## src/rtl/pal_pkg.sv

```systemverilog
`timescale 1ns / 1ps
// Shared types and codes for the positional array list.
package pal_pkg;

  localparam int KEY_BITS = 16;

  typedef enum logic [2:0] {
    FN_CREATE    = 3'd0,
    FN_DESTROY   = 3'd1,
    FN_INSERT    = 3'd2,
    FN_DELETE    = 3'd3,
    FN_REPLACE   = 3'd4,
    FN_RETRIEVE  = 3'd5,
    FN_FIND_KEY  = 3'd6,
    FN_FIND_ENTRY = 3'd7
  } func_t;

  localparam logic [2:0] ST_OK         = 3'd0;
  localparam logic [2:0] ST_BADPOS     = 3'd1;
  localparam logic [2:0] ST_NOTCREATED = 3'd2;
  localparam logic [2:0] ST_NOTFOUND   = 3'd3;
  localparam logic [2:0] ST_FULL       = 3'd4;

  typedef enum logic [2:0] {
    S_IDLE = 3'b001,
    S_SCAN = 3'b010,
    S_FIN  = 3'b100
  } state_t;

endpackage

```

## src/rtl/positional_array_list.sv

```systemverilog
`timescale 1ns / 1ps
// Positional array list: command sequencer over a single-port-pair entry store.
//
// Usage: drive in_func, in_position, in_entry_key and in_entry_payload and raise
// start while busy is low; the command word is taken at that clock edge and busy
// stays high until the sequence finishes. Exactly one result word follows per
// command: out_valid is high for one cycle with out_status, out_key, out_payload,
// out_found, out_found_index, out_count, out_is_empty and out_is_full.
// Steps per command, with n entries held:
//   create, destroy, replace and any refused command: straight to the finish
//   insert at p: moves entries n-1 down to p up one place (none when p equals n)
//   delete at p: reads p, then moves entries p+1 to n-1 down one; retrieve: reads p
//   search: walks from entry 0 up to n-1, stopping after the first match
// Every shift step is one read and one write of the entry store, a search step a
// read only; busy stays high over the walk, so a new command waits until it ends.
// A new command may be accepted in the cycle that out_valid is high.
// Reset empties the list and clears the created flag; the store is not cleared.
// The receiver cannot stall: each result word is shown for one cycle only.
module positional_array_list #(
  parameter int DEPTH        = 64,
  parameter int PAYLOAD_BITS = 48
) (
  input  logic                             clk,
  input  logic                             rst_n,
  input  logic                             start,
  output logic                             busy,
  input  logic [2:0]                       in_func,
  input  logic [$clog2(DEPTH+1)-1:0]       in_position,
  input  logic [pal_pkg::KEY_BITS-1:0]     in_entry_key,
  input  logic [PAYLOAD_BITS-1:0]          in_entry_payload,
  output logic                             out_valid,
  output logic [2:0]                       out_status,
  output logic [pal_pkg::KEY_BITS-1:0]     out_key,
  output logic [PAYLOAD_BITS-1:0]          out_payload,
  output logic                             out_found,
  output logic [$clog2(DEPTH)-1:0]         out_found_index,
  output logic [$clog2(DEPTH+1)-1:0]       out_count,
  output logic                             out_is_empty,
  output logic                             out_is_full
);
  import pal_pkg::*;

  localparam int AW = $clog2(DEPTH);
  localparam int CW = $clog2(DEPTH + 1);
  localparam int EW = KEY_BITS + PAYLOAD_BITS;
  localparam logic [CW-1:0] DEPTH_C = CW'(DEPTH);
  localparam logic [CW-1:0] ONE_C   = CW'(1);
  localparam logic [AW-1:0] STEP_A  = AW'(1);

  state_t                state_r, state_nxt;
  func_t                 op_r, op_nxt;
  logic [CW-1:0]         pos_r, pos_nxt;
  logic [KEY_BITS-1:0]   key_r, key_nxt;
  logic [PAYLOAD_BITS-1:0] pay_r, pay_nxt;
  logic [2:0]            status_r, status_nxt;
  logic [AW-1:0]         ptr_r, ptr_nxt;
  logic [AW-1:0]         last_r, last_nxt;
  logic [AW-1:0]         prev_r, prev_nxt;
  logic                  more_r, more_nxt;
  logic                  rd_vld_r, rd_vld_nxt;
  logic [CW-1:0]         cnt_r, cnt_nxt;
  logic                  created_r, created_nxt;
  logic                  out_valid_r, out_valid_nxt;
  logic [KEY_BITS-1:0]   okey_r, okey_nxt;
  logic [PAYLOAD_BITS-1:0] opay_r, opay_nxt;
  logic                  found_r, found_nxt;
  logic [AW-1:0]         fidx_r, fidx_nxt;

  logic [CW-1:0]         cnt_m1;
  logic [AW-1:0]         pos_a;
  logic                  mem_we;
  logic [AW-1:0]         mem_waddr;
  logic [EW-1:0]         mem_wdata;
  logic                  mem_re;
  logic [EW-1:0]         mem_rdata;
  logic [KEY_BITS-1:0]   rd_key;
  logic [PAYLOAD_BITS-1:0] rd_pay;
  logic                  hit;
  func_t                 in_op;

  assign cnt_m1 = cnt_r - ONE_C;
  assign pos_a  = pos_r[AW-1:0];
  assign in_op  = func_t'(in_func);
  assign rd_key = mem_rdata[EW-1:PAYLOAD_BITS];
  assign rd_pay = mem_rdata[PAYLOAD_BITS-1:0];

  pal_mem #(
    .DEPTH (DEPTH),
    .WIDTH (EW)
  ) u_mem (
    .clk   (clk),
    .we    (mem_we),
    .waddr (mem_waddr),
    .wdata (mem_wdata),
    .re    (mem_re),
    .raddr (ptr_r),
    .rdata (mem_rdata)
  );

  pal_match #(
    .PAYLOAD_BITS (PAYLOAD_BITS)
  ) u_match (
    .op           (op_r),
    .want_key     (key_r),
    .want_payload (pay_r),
    .got_key      (rd_key),
    .got_payload  (rd_pay),
    .match        (hit)
  );

  // Store access: shift moves during the walk, the new entry at the end.
  always_comb begin
    mem_we    = 1'b0;
    mem_waddr = prev_r;
    mem_wdata = mem_rdata;
    mem_re    = (state_r == S_SCAN) && more_r;
    case (state_r)
      S_SCAN: begin
        if (rd_vld_r) begin
          if (op_r == FN_INSERT) begin
            mem_we    = 1'b1;
            mem_waddr = prev_r + STEP_A;
          end else if (op_r == FN_DELETE && prev_r != pos_a) begin
            mem_we    = 1'b1;
            mem_waddr = prev_r - STEP_A;
          end
        end
      end
      S_FIN: begin
        if (status_r == ST_OK && (op_r inside {FN_INSERT, FN_REPLACE})) begin
          mem_we    = 1'b1;
          mem_waddr = pos_a;
          mem_wdata = {key_r, pay_r};
        end
      end
      default: begin
      end
    endcase
  end

  always_comb begin
    state_nxt     = state_r;
    op_nxt        = op_r;
    pos_nxt       = pos_r;
    key_nxt       = key_r;
    pay_nxt       = pay_r;
    status_nxt    = status_r;
    ptr_nxt       = ptr_r;
    last_nxt      = last_r;
    prev_nxt      = prev_r;
    more_nxt      = more_r;
    rd_vld_nxt    = 1'b0;
    cnt_nxt       = cnt_r;
    created_nxt   = created_r;
    out_valid_nxt = 1'b0;
    okey_nxt      = okey_r;
    opay_nxt      = opay_r;
    found_nxt     = found_r;
    fidx_nxt      = fidx_r;
    case (state_r)
      S_IDLE: begin
        if (start) begin
          op_nxt     = in_op;
          pos_nxt    = in_position;
          key_nxt    = in_entry_key;
          pay_nxt    = in_entry_payload;
          okey_nxt   = '0;
          opay_nxt   = '0;
          found_nxt  = 1'b0;
          fidx_nxt   = '0;
          more_nxt   = 1'b1;
          status_nxt = ST_OK;
          state_nxt  = S_FIN;
          if (in_op inside {FN_CREATE, FN_DESTROY}) begin
          end else if (!created_r) begin
            status_nxt = ST_NOTCREATED;
          end else begin
            case (in_op)
              FN_INSERT: begin
                if (cnt_r == DEPTH_C) begin
                  status_nxt = ST_FULL;
                end else if (in_position > cnt_r) begin
                  status_nxt = ST_BADPOS;
                end else if (in_position != cnt_r) begin
                  state_nxt = S_SCAN;
                  ptr_nxt   = cnt_m1[AW-1:0];
                  last_nxt  = in_position[AW-1:0];
                end
              end
              FN_FIND_KEY, FN_FIND_ENTRY: begin
                status_nxt = ST_NOTFOUND;
                if (cnt_r != '0) begin
                  state_nxt = S_SCAN;
                  ptr_nxt   = '0;
                  last_nxt  = cnt_m1[AW-1:0];
                end
              end
              default: begin
                if (in_position >= cnt_r) begin
                  status_nxt = ST_BADPOS;
                end else if (in_op == FN_DELETE) begin
                  state_nxt = S_SCAN;
                  ptr_nxt   = in_position[AW-1:0];
                  last_nxt  = cnt_m1[AW-1:0];
                end else if (in_op == FN_RETRIEVE) begin
                  state_nxt = S_SCAN;
                  ptr_nxt   = in_position[AW-1:0];
                  last_nxt  = in_position[AW-1:0];
                end
              end
            endcase
          end
        end
      end
      S_SCAN: begin
        if (more_r) begin
          rd_vld_nxt = 1'b1;
          prev_nxt   = ptr_r;
          if (ptr_r == last_r) begin
            more_nxt = 1'b0;
          end else if (op_r == FN_INSERT) begin
            ptr_nxt = ptr_r - STEP_A;
          end else begin
            ptr_nxt = ptr_r + STEP_A;
          end
        end
        if (rd_vld_r && (op_r inside {FN_DELETE, FN_RETRIEVE}) && prev_r == pos_a) begin
          okey_nxt = rd_key;
          opay_nxt = rd_pay;
        end
        if (rd_vld_r && (op_r inside {FN_FIND_KEY, FN_FIND_ENTRY}) && hit) begin
          found_nxt  = 1'b1;
          fidx_nxt   = prev_r;
          status_nxt = ST_OK;
          state_nxt  = S_FIN;
        end else if (!more_r) begin
          state_nxt = S_FIN;
        end
      end
      S_FIN: begin
        out_valid_nxt = 1'b1;
        state_nxt     = S_IDLE;
        case (op_r)
          FN_CREATE: begin
            created_nxt = 1'b1;
            cnt_nxt     = '0;
          end
          FN_DESTROY: begin
            created_nxt = 1'b0;
            cnt_nxt     = '0;
          end
          FN_INSERT: begin
            if (status_r == ST_OK) begin
              cnt_nxt = cnt_r + ONE_C;
            end
          end
          FN_DELETE: begin
            if (status_r == ST_OK) begin
              cnt_nxt = cnt_m1;
            end
          end
          default: begin
          end
        endcase
      end
      default: begin
        state_nxt = S_IDLE;
      end
    endcase
  end

  always_ff @(posedge clk) begin
    if (!rst_n) begin
      state_r     <= S_IDLE;
      more_r      <= 1'b0;
      rd_vld_r    <= 1'b0;
      cnt_r       <= '0;
      created_r   <= 1'b0;
      out_valid_r <= 1'b0;
    end else begin
      state_r     <= state_nxt;
      more_r      <= more_nxt;
      rd_vld_r    <= rd_vld_nxt;
      cnt_r       <= cnt_nxt;
      created_r   <= created_nxt;
      out_valid_r <= out_valid_nxt;
    end
  end

  always_ff @(posedge clk) begin
    op_r     <= op_nxt;
    pos_r    <= pos_nxt;
    key_r    <= key_nxt;
    pay_r    <= pay_nxt;
    status_r <= status_nxt;
    ptr_r    <= ptr_nxt;
    last_r   <= last_nxt;
    prev_r   <= prev_nxt;
    okey_r   <= okey_nxt;
    opay_r   <= opay_nxt;
    found_r  <= found_nxt;
    fidx_r   <= fidx_nxt;
  end

  assign busy            = (state_r != S_IDLE);
  assign out_valid       = out_valid_r;
  assign out_status      = status_r;
  assign out_key         = okey_r;
  assign out_payload     = opay_r;
  assign out_found       = found_r;
  assign out_found_index = fidx_r;
  assign out_count       = cnt_r;
  assign out_is_empty    = (cnt_r == '0);
  assign out_is_full     = (cnt_r == DEPTH_C);

  a_valid_after_fin: assert property (@(posedge clk) disable iff (!rst_n)
    out_valid |-> $past(state_r == S_FIN))
    else $error("result word without a finishing step");

  a_accept_busy: assert property (@(posedge clk) disable iff (!rst_n)
    (start && !busy) |=> busy)
    else $error("command word taken but sequencer not busy");

  a_port_clash: assert property (@(posedge clk) disable iff (!rst_n)
    (mem_we && mem_re) |-> (mem_waddr != ptr_r))
    else $error("shift writes the entry being read");

  a_found_ok: assert property (@(posedge clk) disable iff (!rst_n)
    (out_valid && out_found) |-> (out_status == ST_OK && out_count != '0))
    else $error("match reported with bad status or empty list");

endmodule

```

## src/rtl/pal_mem.sv

```systemverilog
`timescale 1ns / 1ps
// Entry store: one write port and one registered read port.
module pal_mem #(
  parameter int DEPTH = 64,
  parameter int WIDTH = 64
) (
  input  logic                     clk,
  input  logic                     we,
  input  logic [$clog2(DEPTH)-1:0] waddr,
  input  logic [WIDTH-1:0]         wdata,
  input  logic                     re,
  input  logic [$clog2(DEPTH)-1:0] raddr,
  output logic [WIDTH-1:0]         rdata
);

  logic [WIDTH-1:0] mem [DEPTH];
  logic [WIDTH-1:0] rdata_r;

  always_ff @(posedge clk) begin
    if (we) begin
      mem[waddr] <= wdata;
    end
  end

  always_ff @(posedge clk) begin
    if (re) begin
      rdata_r <= mem[raddr];
    end
  end

  assign rdata = rdata_r;

endmodule

```

## src/rtl/pal_match.sv

```systemverilog
`timescale 1ns / 1ps
// Shared entry compare unit for key and whole-entry searches.
module pal_match #(
  parameter int PAYLOAD_BITS = 48
) (
  input  pal_pkg::func_t                op,
  input  logic [pal_pkg::KEY_BITS-1:0]  want_key,
  input  logic [PAYLOAD_BITS-1:0]       want_payload,
  input  logic [pal_pkg::KEY_BITS-1:0]  got_key,
  input  logic [PAYLOAD_BITS-1:0]       got_payload,
  output logic                          match
);
  import pal_pkg::*;

  logic key_eq;
  logic pay_eq;

  assign key_eq = (want_key == got_key);
  assign pay_eq = (want_payload == got_payload);
  assign match  = key_eq && ((op == FN_FIND_KEY) || pay_eq);

endmodule

```

## config.mk

```make
export PLATFORM = sky130hd
export DESIGN_NAME = positional_array_list
export DESIGN_NICKNAME = d
export VERILOG_FILES = /design/src/rtl/pal_pkg.sv /design/src/rtl/positional_array_list.sv /design/src/rtl/pal_mem.sv /design/src/rtl/pal_match.sv
export SDC_FILE = /design/constraint.sdc
export NUM_CORES = 2
export LEC_CHECK = 0
export BUFFER_PORTS_ARGS = -buffer_cell sky130_fd_sc_hd__buf_2
export CAP_MARGIN = 10
export CORE_MARGIN = 2
export CORE_UTILIZATION = 43
export CTS_CLUSTER_SIZE = 10
export DETAILED_ROUTE_END_ITERATION = 8
export PLACE_DENSITY = 0.69
export SLEW_MARGIN = 40
export SYNTH_ARGS = -nofsm -noshare
export SYNTH_HDL_FRONTEND = slang
export SYNTH_HIERARCHICAL = 1
export SYNTH_SLANG_ARGS = --single-unit
export TNS_END_PERCENT = 30
```

## constraint.sdc

```tcl
create_clock -name clk -period 21.4 [get_ports clk]
set_input_delay 1.07 -clock clk [delete_from_list [all_inputs] [get_ports clk]]
set_output_delay 1.07 -clock clk [all_outputs]
set_load 0.05 [all_outputs]
```

* Word-level counts from Yosys, hierarchy flattened
Memories as Yosys holds them, arrays and structs flattened. A register that Yosys moved wholly into a read port is not among the register bits.
Index checks and enable logic that the tools add are counted.
** Storage, ports and cells
- Flip-flop bits (word level) :: 179
- Latch bits :: 0
- Bits in writable memories :: 4096
- Bits in read-only memories :: 0
- Output and inout bits :: 85
- Memories kept :: 1
** Operators by class
- $add $sub $neg :: 6
- $mul :: 0
- Divide/modulo/power cells :: 0
- Magnitude comparators :: 2
- Equality and inequality tests :: 45
- Shifts and indexed selects :: 0
- Mux-type cells :: 81
- Bitwise operators :: 1
- Reductions and logical operators :: 35
** Memory list
- u_mem.mem :: words 64, bits a word 64, read ports 1, clocked after memory_dff 1, write ports 1, RTL line pal_mem.sv:16 : logic [WIDTH-1:0] mem [DEPTH];
** Operator list (count)
- 2-to-1 mux 6 bit :: 25
- 2-to-1 mux 64 bit :: 2
- 2-to-1 mux 48 bit :: 2
- one-hot mux 48 bit (2 select lines) :: 1
- one-hot mux 6 bit (2 select lines) :: 5
- 2-to-1 mux 3 bit :: 17
- == test 48 bit :: 1
- 2-to-1 mux 16 bit :: 2
- one-hot mux 16 bit (2 select lines) :: 1
- == test 3 bit, second input constant :: 8
- one-hot mux 3 bit (2 select lines) :: 4
- one-hot mux 7 bit (3 select lines) :: 1
- != test 2 bit, second input constant :: 9
- == test 16 bit :: 1
- == test 3 x 2 -> 1 bit, second input constant :: 5
- 2-to-1 mux 1 bit :: 15
- 2-to-1 mux 7 bit :: 2
- adder 6 x 1 -> 6 bit, second input constant :: 2
- == test 6 bit :: 2
- != test 3 bit, second input constant :: 4
- AND reduction 12 bit :: 1
- AND reduction 2 bit :: 6
- nonzero test 2 bit :: 6
- subtractor 6 x 1 -> 6 bit, second input constant :: 2
- other kinds (26) :: 46

* Logic depth before layout (Yosys ltp)
- Word-level depth :: 9
- Gate-level depth with buffers :: 13
- Depth with buffers taken out :: 9

* By module
Netlist, hierarchy kept.
** By module, submodules not included
- pal_mem :: instances 1, cells an instance 6812, area an instance 157528.6 um^2
- positional_array_list :: instances 1, cells an instance 606, area an instance 8557.0 um^2
- pal_match :: instances 1, cells an instance 87, area an instance 703.2 um^2

* Worst setup path before layout
OpenSTA, ideal clock, no wires.
- Kind :: reg-to-reg
- Start :: register status_r[1], in the netlist out_status[1]
- End :: memory u_mem.mem[48][0], enable pin
- Setup time :: 0.565 ns
- Arrival time :: 7.004 ns
- Required time :: 20.835 ns
- Slack :: 13.831 ns
- Stages on the path, launching flop included :: 10
- Buffers on the path :: 3
- Period minus slack after synthesis :: 7.569 ns
- Path through :: edfxtp_1 > or3_1 > or3_1 > buf_6 > buf_6 > o22ai_1 > a31oi_1 > clkbuf_1 > or3_1 > nor3_1
** RTL lines
- start: declaration :: RTL line positional_array_list.sv:55 : logic [2:0] status_r, status_nxt;
- start signal: assignment :: RTL line positional_array_list.sv:295 : status_r <= status_nxt;
- zero test 3 bit :: RTL line positional_array_list.sv:130 : if (status_r == ST_OK && (op_r inside {FN_INSERT, FN_REPLACE})) begin
- logical AND 1 bit :: RTL line positional_array_list.sv:130
- 2-to-1 mux 6 bit :: RTL line positional_array_list.sv:130
- one-hot mux 6 bit (2 select lines) :: RTL line positional_array_list.sv:117 : case (state_r)
- net mem_waddr[0] :: RTL line positional_array_list.sv:72 : logic [AW-1:0] mem_waddr;
- end: declaration :: RTL line pal_mem.sv:16
The timed path passes the listed nets, and every way through them passes these cells.

* Worst setup path in the final report
- Start :: register op_r[0]
- End :: memory u_mem.mem[11][20], enable pin
** RTL lines
- start: declaration :: RTL line positional_array_list.sv:51 : func_t op_r, op_nxt;
- start signal: assignment :: RTL line positional_array_list.sv:291 : op_r <= op_nxt;
- == test 3 x 2 -> 1 bit :: RTL line positional_array_list.sv:123 : end else if (op_r == FN_DELETE && prev_r != pos_a) begin
- logical AND 1 bit :: RTL line positional_array_list.sv:123
- 2-to-1 mux 6 bit :: RTL line positional_array_list.sv:123
- 2-to-1 mux 6 bit :: RTL line positional_array_list.sv:120 : if (op_r == FN_INSERT) begin
- 2-to-1 mux 6 bit :: RTL line positional_array_list.sv:119 : if (rd_vld_r) begin
- one-hot mux 6 bit (2 select lines) * :: RTL line positional_array_list.sv:117
- net mem_waddr[0] :: RTL line positional_array_list.sv:72
Mark *: on every way through the listed nets, which the timed path passes. The rest lies on a longest branch.

==> metrics.yaml <==
p_per_area_nw_per_um2: 90.08
grt_pass1_wl_um: 665700
finalNonFillerCells: 13230
yosys-top-cells-area: "edfxtp_1 78%, mux4_2 14%, mux2i_1 0.94%"
netlist_instances: 7505
max_slew_margin: 0.3647
cts-resized-gates: 0
seq_power_share: 0.548
totalWireLength_um: 480000
dieHeight_um: 626.8
crit_arrival_ps: 7940
max_cap_viol_count: 0
dpl-instance-area_um2: 174900
syn-num-nets: 7599
path_cells: "inv_1, nand2_1, or3_4, buf_4, buf_4, o22ai_1, a31oi_1, buf_4, nand3b_1, or2_2, nor2_4, buf_4, buf_4"
outcome: "complete, no violations"
power.leakage_uw: 0.05825
cts_sinks: 4339
syn_avg_cell_area_um2: 22.22
hp-class: "in -> reg"
postCtsSetupBuffers: 0
total_power_uw: 16910
fp.coreArea_um2: 386000
regArea_um2: 130200
min_period_ps: 7378
skew_ps: 105.2
synth_edf_count: 4325
cp.required_ps: 21960
numCtsBuffers: 475
port_buffers: 161
slew_viol_final: 0
final_cell_area_um2: 187700
worst_pin_slew_ps: 946.2
synthesis.area_um2: 166800
yosysWarnings: 6
r2r_slack_ps: 14020
timing.fmax_mhz: 135.5
clkPwrFrac: 0.418
worstPathMaxFanout: 32
synthFlopType: "edfxtp_1"
cts_tree: "yes"
synth_top_area_frac: 0.7787
hpwl_um: 268700
critPathKind: "reg -> reg"
final_nets: 8073
die_x_um: 626.8
multi_input_area_um2: 34960
switchingPower_uw: 3481
synthToLayoutAreaGrowth_pct: 12.57
critPathCaptureType: "register"
place_inst: 12670
die-area_um2: 392900
initial_core_util: 0.4321
first_pass_iters: 7
ant_nets: 0
comb_power_share: 0.034
swShare: 0.2058
fill_cells: 30140
setup_viol: 0
drive_above_1_share: 0.2636
path_clk_slew_ps: 60
synth.ff_latch_count: 4339
vias_per_cell: 6.466
clkLatencyLatePin_ps: 1010
synth_seq_area_share: 0.7804
io-pin-count: 162
drt-initial-drc-count: 13980
tns_ps: 0
clockBufferDepth: 4
rows: 228
path_buf_inv: 6
globalplace.congestion: 0.8785
drc: 0
grt_max_degree: 125
gr-total-overflow: 0
final_common_cell: "edfxtp_1"
max_stage_delay_ps: 840
grt_pass1_vias: 84880
synthDistinctLibCells: 68
rsz0062_at_grt: "false"
yosysTopAreaCell: "edfxtp_1"
startpoint_type: "register"
grt_util_all_layers: 0.2412
peakVddDrop_mv: 0.08363
htree_levels: 5
mostFrequentLayoutCells: "4325 x edfxtp_1, 1024 x mux4_2, 479 x clkbuf_16, 215 x nand2_1, 191 x nand3_1"
utilization: 0.4864
worst_path_most_repeated_cell: "buf_4"
clockRootBuffer: "clkbuf_16"
antenna_found_initial: 26
hold_viol: 0
async_flop_share: 0
critPathSlowestCell: "buf_4"
cts_hold_buf: 0
p_int_uw: 13430
dr_total_vias: 85520
period_share: 0.3448
drt-wirelength-per-cell_um: 36.29
cp_top_family: "buffers and inverters"
[stage by stage]
step,setup slack (ps),hold slack [ps]
floorplan,13830,483.3
global route,14040,203.6
detailed placement,14410,533.6
global placement,14120,532.5
finish,14020,233.0
CTS,14270,174.2
[worst reg2reg max path, stage by stage (launching register included)]
cell      delay, ps
edfxtp_1        610
inv_1           340
nand2_1         220
or3_4           410
buf_4           560
buf_4           880
o22ai_1         380
a31oi_1         370
buf_4           260
nand3b_1        220
or2_2           500
nor2_4          640
buf_4           850
buf_4           670
[cell usage after synthesis, types with 64 or more instances]
master,n
a22oi_1,128
and2_1,72
buf_2,157
clkbuf_1,174
edfxtp_1,4325
mux2i_1,157
mux4_2,1024
nand2_1,219
nand3_1,191
nand4_1,101
nor2_1,149
o22ai_1,80
xnor2_1,64
[logic make-up (layout without fill, tap and decap cells)]
| logic type | Yosys count | count (layout) | share of synthesized area |
|---|---|---|---|
| AO/OA/AOI/OAI | 484 | 484 | 0.01989 |
| flip-flops | 4339 | 4339 | 0.7804 |
| buffers and inverters | 446 | 977 | 0.01396 |
| multiplexers | 1247 | 1247 | 0.1535 |
| other | 0 | 15 | 0 |
| adder cells (fa/ha/maj) | 17 | 17 | 0.001320 |
| AND/OR/NAND/NOR | 886 | 886 | 0.02641 |
| XOR/XNOR | 86 | 86 | 0.004516 |
[final timing paths]
check | startpoint | end | cells past startpoint
max reg2reg | op_r[0] | u_mem/mem[11][20] | 13
max | op_r[0] | u_mem/mem[11][20] | 13
min | in_entry_key[0] | key_r[0] | 1
min reg2reg | more_r | rd_vld_r | 1
[registers in the layout, indices dropped and copies added, names as in the netlist]
| register | flops |
|---|---|
| u_mem/mem | 4096 |
| u_mem/rdata | 64 |
| out_payload | 48 |
| pay_r | 48 |
| key_r | 16 |
| out_key | 16 |
| out_count | 7 |
| last_r | 6 |
| out_found_index | 6 |
| pos_r | 6 |
| prev_r | 6 |
| ptr_r | 6 |
| op_r | 3 |
| out_status | 3 |
| state_r | 3 |
| created_r | 1 |
| more_r | 1 |
| out_found | 1 |
| out_valid | 1 |
| rd_vld_r | 1 |
[power groups by stage]
stage / Combinational [uW] / Clock, uW / Sequential, uW
6_report: 578 / 7070 / 9270
5_1_grt: 603 / 7450 / 9260
4_1_cts: 574 / 7130 / 9260
3_5_place_dp: 571 / 0 / 9440
3_3_place_gp: 567 / 0 / 9440
2_1_floorplan: 361 / 0 / 9450
[per-layer routing]
layer,share of wire,track usage,vias up
li1,-,-,32310
met1,0.35,0.3251,45720
met2,0.46,0.3755,6406
met3,0.13,0.05675,1074
met4,0.053,0.1086,8
met5,0.00010,0,-
[area by class of cell]
cell class | count | share of cell area
Sequential cell | 4339 | 0.6932
Multi-Input combinational cell | 2720 | 0.1862
Clock buffer | 501 | 0.06428
Tap cell | 5175 | 0.03449
Timing Repair Buffer | 419 | 0.01776
Clock inverter | 33 | 0.003312
Inverter | 24 | 0.0005065
Antenna cell | 15 | 0.0001999
(Power assumes the default switching activity.)
